**config.mk**
```make
export PLATFORM = sky130hd
export DESIGN_NAME = mktd_lane
export DESIGN_NICKNAME = d
export VERILOG_FILES = /design/src/design/mktd_pkg.sv /design/src/design/mktd_lane.sv
export SDC_FILE = /design/constraint.sdc
export NUM_CORES = 1
export LEC_CHECK = 0
export ABC_AREA = 1
export BUFFER_PORTS_ARGS = -buffer_cell sky130_fd_sc_hd__buf_4
export CORE_MARGIN = 3
export CORE_UTILIZATION = 42
export CTS_CLUSTER_SIZE = 20
export DETAILED_ROUTE_END_ITERATION = 12
export PLACE_DENSITY = 0.69
export SYNTH_ARGS = -nofsm -noshare
export SYNTH_HDL_FRONTEND = slang
export SYNTH_SLANG_ARGS = --single-unit
```
**constraint.sdc**
```tcl
create_clock -name clk -period 1.5 [get_ports clk]
set_input_delay 0.075 -clock clk [delete_from_list [all_inputs] [get_ports clk]]
set_output_delay 0.075 -clock clk [all_outputs]
set_load 0.01 [all_outputs]
```
**src/design/mktd_pkg.sv**
```systemverilog
// Package for the multi-key timed debouncer: types, constants and helpers.
`default_nettype none

package mktd_pkg;

  // Field width of the tick and result items, and width of the delay registers
  localparam int unsigned FIELD_W = 6;
  localparam int unsigned DELAY_W = 16;

  // Lane count default
  localparam int unsigned KEYS_DEF = 6;

  // Configuration register indices
  localparam int unsigned CFG_IDX_W = 1;
  localparam logic [CFG_IDX_W-1:0] REG_PRESS_DELAY   = 1'd0;
  localparam logic [CFG_IDX_W-1:0] REG_RELEASE_DELAY = 1'd1;

  // Register reset values
  localparam logic [DELAY_W-1:0] PRESS_DELAY_RST   = 16'd20;
  localparam logic [DELAY_W-1:0] RELEASE_DELAY_RST = 16'd100;

  typedef enum logic [1:0] {
    PH_IDLE = 2'd0,
    PH_WAIT = 2'd1,
    PH_DOWN = 2'd2
  } phase_t;

  // What one lane reports for the current item
  typedef struct packed {
    logic evt;
    logic down;
  } lane_res_t;

  // A zero delay behaves as one tick
  function automatic logic [DELAY_W-1:0] load_value(input logic [DELAY_W-1:0] d);
    load_value = (d == '0) ? DELAY_W'(1) : d;
  endfunction

endpackage

`default_nettype wire

```
**src/design/mktd_lane.sv**
```systemverilog
// One key lane: phase state machine and countdown.
`default_nettype none

module mktd_lane
  import mktd_pkg::*;
(
  input  wire logic               clk,
  input  wire logic               rst_n,
  input  wire logic               step,
  input  wire logic               pin,
  input  wire logic               edge_det,
  input  wire logic [DELAY_W-1:0] press_load,
  input  wire logic [DELAY_W-1:0] release_load,
  output lane_res_t               res
);

  phase_t             phase_r, phase_nxt;
  logic [DELAY_W-1:0] cnt_r, cnt_nxt;
  logic               expire;

  assign expire = (cnt_r[DELAY_W-1:1] == '0);

  // next phase
  always_comb begin
    phase_nxt = phase_r;
    if (step) begin
      unique case (phase_r)
        PH_IDLE: begin
          if (edge_det) phase_nxt = PH_WAIT;
        end
        default: begin
          // waiting or down (code 3 acts as down)
          if (expire) phase_nxt = pin ? PH_IDLE : PH_DOWN;
        end
      endcase
    end
  end

  // countdown and reported event
  always_comb begin
    cnt_nxt  = cnt_r;
    res.evt  = 1'b0;
    res.down = 1'b0;
    if (step) begin
      unique case (phase_r)
        PH_IDLE: begin
          if (edge_det) cnt_nxt = press_load;
        end
        default: begin
          if (expire) begin
            cnt_nxt  = pin ? '0 : release_load;
            res.evt  = pin || (phase_r == PH_WAIT);
            res.down = !pin && (phase_r == PH_WAIT);
          end else begin
            cnt_nxt = cnt_r - DELAY_W'(1);
          end
        end
      endcase
    end
  end

  always_ff @(posedge clk) begin
    if (!rst_n) begin
      phase_r <= PH_IDLE;
      cnt_r   <= '0;
    end else begin
      phase_r <= phase_nxt;
      cnt_r   <= cnt_nxt;
    end
  end

  // an idle lane has no countdown running, a busy one always has
  a_idle_cnt: assert property (@(posedge clk) disable iff (!rst_n)
    (phase_r == PH_IDLE) == (cnt_r == '0))
    else $error("lane countdown out of step with phase");

  // a press only ever comes out of the waiting phase at expiry
  a_press_src: assert property (@(posedge clk) disable iff (!rst_n)
    res.down |-> (phase_r == PH_WAIT) && expire && !pin)
    else $error("press reported outside waiting expiry");

endmodule

`default_nettype wire

```
==> results of run 1 <==
## kinds of logic after synthesis
logic type,after synthesis
AOI/OAI and AO/OA,48
xor gates and xnor gates,1
adders and majority gates,1
buffers and inverters,36
DFF,18
and+or+nand+nor,143
## where the power goes
group | total, W | switching [W] | internal [W] | leakage, nW
Sequential | 0.000578 | 0.0000504 | 0.000528 | 0.153
Combinational | 0.00109 | 0.000580 | 0.000512 | 0.890
Clock | 0.000253 | 0.000159 | 0.0000937 | 0.0138
## cell usage after synthesis
cell and count:
nand2_2 4, xnor2_1 1, a21oi_2 4, nor3_1 1
o211ai_1 3, a21boi_0 1, buf_2 5, clkbuf_1 2
o21bai_1 1, nand3_1 20, ha_1 1, a21oi_1 20
inv_1 27, nand2_1 72, nor4b_1 1, nor2_4 2
a211oi_1 1, a31oi_1 2, o21ai_0 16, dfxtp_1 18
buf_6 1, nand3b_1 2, nor2_2 5, and2_1 1
inv_2 1, nor2_1 35
## registers in the layout, summed over array words and instances (netlist names)
register  flops
cnt_r        16
phase_r       2
## worst max-delay path, stage by stage, from the launching register on
cell and delay [ns]:
dfxtp_4 0.38, nor2_4 0.14, nand2_4 0.08, nor2_4 0.18
nand2_4 0.06, buf_4 0.15, a211oi_2 0.14, buf_4 0.15
## how the worst max path moves through the flow
| stage | cells past startpoint | end | slack [ns] |
|---|---|---|---|
| after floorplan | 5 | res[0] | 0.13 |
| after global placement | 11 | cnt_r[12] | -0.07 |
| final | 7 | res[1] | -0.14 |
| after global routing | 11 | cnt_r[15] | -0.23 |
| after detailed placement | 11 | cnt_r[8] | -0.1 |
| after CTS | 7 | res[1] | -0.12 |
## layout make-up
cell class,count,area share (%)
clock buffer,3,1.006
multi-input combinational,193,46.70
tap,44,2.458
timing repair buffer,78,27.99
inverter,28,4.693
sequential,18,17.15
## metal layers
layer | vias up | track usage, % | part of all wire, %
met4 | 0 | 3.958 | 1.3
met5 | - | 0 | 0
met2 | 65 | 36.39 | 47
met1 | 800 | 31.76 | 45
li1 | 938 | - | -
met3 | 6 | 4.745 | 7.2
## metrics by stage
stage,util (%),hold WS (ns),setup TNS (ns)
after detailed placement,61.48,0.3587,-0.2420
after global placement,61.48,0.3595,-0.1829
after CTS,65.56,0.04097,-0.5447
after global routing,71.60,0.02346,-3.376
final,71.60,0.03852,-1.513
after floorplan,-,0.2133,0
## repair_timing
action                     in CTS  in global routing
resized for setup              16                 39
pin swaps                       6                 18
setup buffers                   7                  6
gates cloned                    0                  1
setup endpoints to repair       5                 20
==> flow_summary_export.csv, run 1 <==
group,metric,value,unit
finish,drive_gt1_share,40.63,%
floorplanning,core,3128,um^2
critical_path,worstRegToRegCells,14,
floorplanning,start_util,45.36,%
cts,cts_num_sinks,18,
finish,num_antenna_cells,0,
drt,drc,0,
worst_hold_path,hold_path_class,"input pin to flop",
drt,drt-pass1-iter-count,4,
sta,final.min_clock_period,1.645,ns
critical_path,crit_arrival,1.57,ns
floorplanning,die_h,64.12,um
finish,multiInputGateArea,1046,um^2
critical_path,required,1.42,ns
grt,grt.overflow.total,0,
run_status,failed_checks,"setup timing",
sta,worst_slew_pin_slew,0.5600,ns
placement,io_buffers,38,
floorplanning,die_width,64.12,um
run,cap_violations,0,
grt,grt_pass1_wl,7.396,mm
grt,grt.total_usage,22.74,%
critical_path,startpoint_type,"flop",
placement,place_hpwl,3.220,mm
grt,grt_max_degree,21,
yosys,yosysTopAreaCellShare,25.40,%
placement,placed_area,1923,um^2
finish,final_cell_mix,"buf_4, nand2_1, inv_1, nor2_1, nand3_1",
yosys,synth_fp_nets,285,
finish,final_common_cell,"buf_4",
drt,wl_per_cell,12.92,um
sta,min_period_over_period,109.7,%
finish,area_growth,57.85,%
cts,htreeDepth,1,
yosys,synth_area,1419,um^2
yosys,yosysWarnings,0,
yosys,synth_fa_ha_area_share,0.8818,%
drt,drt_wl_total,4.703,mm
finish,layout.cells.non_filler,364,
yosys,synthSimpleGateAreaFrac,43.39,%
yosys,ys_top_cells_by_area,"dfxtp_1, nand2_1, nor2_1",
yosys,synth_mux_area_share,0,%
critical_path,rr_endpoint,"cnt_r[13]",
critical_path,cp-end-kind,"output port",
floorplanning,num_io_pins,39,
worst_hold_path,hold_depth,3,
floorplanning,die_area,4111,um^2
yosys,synth_xor_area_share,0.6173,%
sta,max_freq,608.0,MHz
cts,cts_inserted_buffers,3,
pwr,totalPowerFinal,0.001924,W
worst_hold_path,hold_path_end,"cnt_r[4]",
floorplanning,rows,20,
drt,viasPerCell,4.970,
cts,holdBufCountCts,0,
critical_path,ff2ff_setup_slack,-0.13,ns
sta,slew_headroom,62.63,%
yosys,synth-compound-area-share,19.22,%
sta,timing.final.ws_setup,-0.1448,ns
pwr,powerDensity,858.9,nW/um^2
cts,clock_path_buffers,2,
critical_path,crit_path_max_fanout,4,
yosys,yosysUniqueCellTypes,26,
pwr,p_leak,1.057,nW
worst_hold_path,hp-start,"press_load[4]",
yosys,synth_top_family_by_area,"simple AND/OR/NAND/NOR gates",
critical_path,rr_startpoint,"cnt_r[11]",
yosys,yosysTopAreaCell,"dfxtp_1",
grt,grt_pass1_vias,1575,
cts,clk_pin_slew_worst_paths,0.10,ns
grt,antenna_found_initial,0,
yosys,synth_seq_cells,18,
sta,slew_viol_final,0,
run_status,status,"complete, but fails checks",
placement,place_congestion,0.8261,
finish,final_area,2240,um^2
finish,nets,360,
yosys,synth_cells,247,
drt,drtIter0Drc,116,
placement,pre_cts_ws,-0.09548,ns
critical_path,path_class,"flop to output port",
drt,num_vias,1809,
cts,cts_tree,"done",
sta,rsz0062_at_grt,"yes",
yosys,avgSynthCellArea,5.744,um^2
cts,clkLatencyLatePin,0.30,ns
pwr,ir_drop,0.0005371,V
critical_path,crit_start,"cnt_r[6]",
placement,place_inst,347,
drt,ant_nets,0,
finish,regArea,384.1,um^2
sta,clock_skew,0.005363,ns
finish,fill_cells,260,
yosys,yosysSeqAreaShare,25.40,%
cts,clock_tree.root_cell,"clkbuf_4",
sta,hold_viol_final,0,
sta,setup_viol,16,
Note: power is estimated with default switching activity, not from simulation.
==> run 2, diff against run 1 <==
--- a/config.mk
+++ b/config.mk
@@ -11,7 +11,7 @@
 export CORE_UTILIZATION = 42
 export CTS_CLUSTER_SIZE = 20
 export DETAILED_ROUTE_END_ITERATION = 12
-export PLACE_DENSITY = 0.69
+export PLACE_DENSITY = 0.66
 export SYNTH_ARGS = -nofsm -noshare
 export SYNTH_HDL_FRONTEND = slang
 export SYNTH_SLANG_ARGS = --single-unit
==> constraint.sdc (replaced) <==
create_clock -name clk -period 1.85 [get_ports clk]
set_input_delay 0.0925 -clock clk [delete_from_list [all_inputs] [get_ports clk]]
set_output_delay 0.0925 -clock clk [all_outputs]
set_load 0.01 [all_outputs]
==> run 2 against run 1 <==
  * The flow now finishes without violations
  * Critical path type unchanged
  * Cell count decreased by 8.8%
  * Non-clock buffer count decreased by 32
  * Combinational power decreased by 45%
  * Core utilization decreased by 13 points
==> flow_summary_export.csv, run 2 (synthesis results as in run 1) <==
group,metric,value,unit
drt,drt-pass1-iter-count,4,
run_status,status,"finished, final reports clean",
floorplanning,start_util,45.36,%
sta,timing.final.ws_setup,0.1377,ns
finish,area_growth,28.48,%
drt,wl_met3,235,um
cts,clk_pin_slew_worst_paths,0.10,ns
grt,grt_pass1_wl,6.982,mm
sta,max_freq,584.0,MHz
placement,io_buffers,38,
cts,holdBufCountCts,0,
drt,ant_nets,0,
finish,final_cell_mix,"nand2_1, buf_4, nor2_1",
floorplanning,num_io_pins,39,
placement,placed_area,1760,um^2
floorplanning,die_area,4111,um^2
floorplanning,rows,20,
run,cap_violations,0,
grt,grt.total_usage,21.47,%
grt,grt_max_degree,21,
grt,grt.overflow.total,0,
pwr,powerDensity,696.9,nW/um^2
sta,setup_viol,0,
critical_path,required,1.76,ns
grt,grt_pass1_vias,1495,
drt,viasPerCell,4.955,
critical_path,crit_arrival,1.62,ns
placement,place_congestion,0.8741,
cts,cts_tree,"done",
finish,drive_gt1_share,23.96,%
finish,reg_top3,"cnt_r x16, phase_r x2",
sta,worst_slew_pin_slew,0.5340,ns
cts,clock_tree.root_cell,"clkbuf_4",
finish,regMostFlops,"cnt_r",
floorplanning,die_h,64.12,um
cts,cts_num_sinks,18,
sta,min_period_over_period,92.55,%
sta,final.min_clock_period,1.712,ns
sta,slew_headroom,64.36,%
floorplanning,core,3128,um^2
finish,nets,328,
critical_path,path_class,"flop to output port",
finish,largest_reg_flops,16,
pwr,p_leak,0.8640,nW
finish,fill_cells,326,
worst_hold_path,hold_path_class,"input pin to flop",
drt,routed-wl-met2,1.801,mm
placement,place_hpwl,3.027,mm
pwr,totalPowerFinal,0.001271,W
critical_path,startpoint_type,"flop",
drt,wl_per_cell,12.13,um
worst_hold_path,hold_depth,3,
sta,slew_viol_final,0,
critical_path,cp-end-kind,"output port",
drt,drt_wl_total,4.026,mm
drt,m1WireLength,1.960,mm
cts,htreeDepth,1,
critical_path,worstRegToRegCells,10,
finish,final_common_cell,"nand2_1",
finish,num_antenna_cells,0,
drt,num_vias,1645,
sta,hold_viol_final,0,
floorplanning,die_width,64.12,um
cts,clock_path_buffers,2,
cts,cts_inserted_buffers,3,
finish,final_area,1823,um^2
finish,final_util,58.28,%
placement,pre_cts_ws,0.1581,ns
drt,drtIter0Drc,102,
critical_path,crit_path_max_fanout,5,
pwr,ir_drop,0.0003265,V
grt,antenna_found_initial,0,
sta,clock_skew,0.0008737,ns
cts,clkLatencyLatePin,0.30,ns
drt,drc,0,
drt,routed.top_layer,"met4",
run 2: cell types whose count changed in the layout (fill, tap and decap cells not counted), sizes merged:
cell,previous run,this run
clkbuf,4,3
buf,77,46
run 2: metrics by stage:
| step | TNS (ns) | cells | hold WS [ns] |
|---|---|---|---|
| after floorplan | 0 | 247 | 0.2308 |
| after detailed placement | 0 | 327 | 0.3777 |
| after CTS | 0 | 330 | 0.05907 |
| final | 0 | 332 | 0.06640 |
| after global routing | -0.02201 | 332 | 0.05244 |
| after global placement | 0 | 327 | 0.3754 |
run 2: final cells by class:
| cell class | count | area [um^2] | area share, % |
|---|---|---|---|
| well taps | 44 | 55.05 | 3.020 |
| clock buffers | 3 | 22.52 | 1.235 |
| multi-input cells | 193 | 933.4 | 51.20 |
| flip-flops and latches | 18 | 361.6 | 19.84 |
| repair buffers | 46 | 345.3 | 18.94 |
| inverters | 28 | 105.1 | 5.765 |
run 2: power breakdown:
group	switching [W]	total (W)	internal (W)
sequential	0.0000472	0.000473	0.000426
clock	0.000124	0.000200	0.0000760
combinational	0.000354	0.000597	0.000243
run 2: worst max-delay path: stages, from the launching register on:
cell,delay (ns)
dfxtp_1,0.38
nor2_4,0.17
nand2_2,0.10
nor2_4,0.12
nand3_1,0.14
nor4b_2,0.24
buf_4,0.16
run 2: worst paths after layout:
path / from / end / slack, ns
setup / recovery: cnt_r[7] / res[0] / 0.14
hold / removal: press_load[4] / cnt_r[4] / 0.07
setup reg to reg: cnt_r[7] / cnt_r[15] / 0.23
hold reg to reg: phase_r[0] / phase_r[0] / 0.51
run 2: layer usage:
layer | global-route usage, % | vias to the layer above
li1 | - | 874
met1 | 30.05 | 718
met3 | 4.921 | 4
met4 | 4.749 | 0
met2 | 33.42 | 49
met5 | 0 | -
run 2: what timing repair did:
| action | in CTS | in global routing |
|---|---|---|
| resized for setup | 0 | 6 |
| buffers inserted | 0 | 2 |
| endpoints found under the setup margin | 0 | 4 |
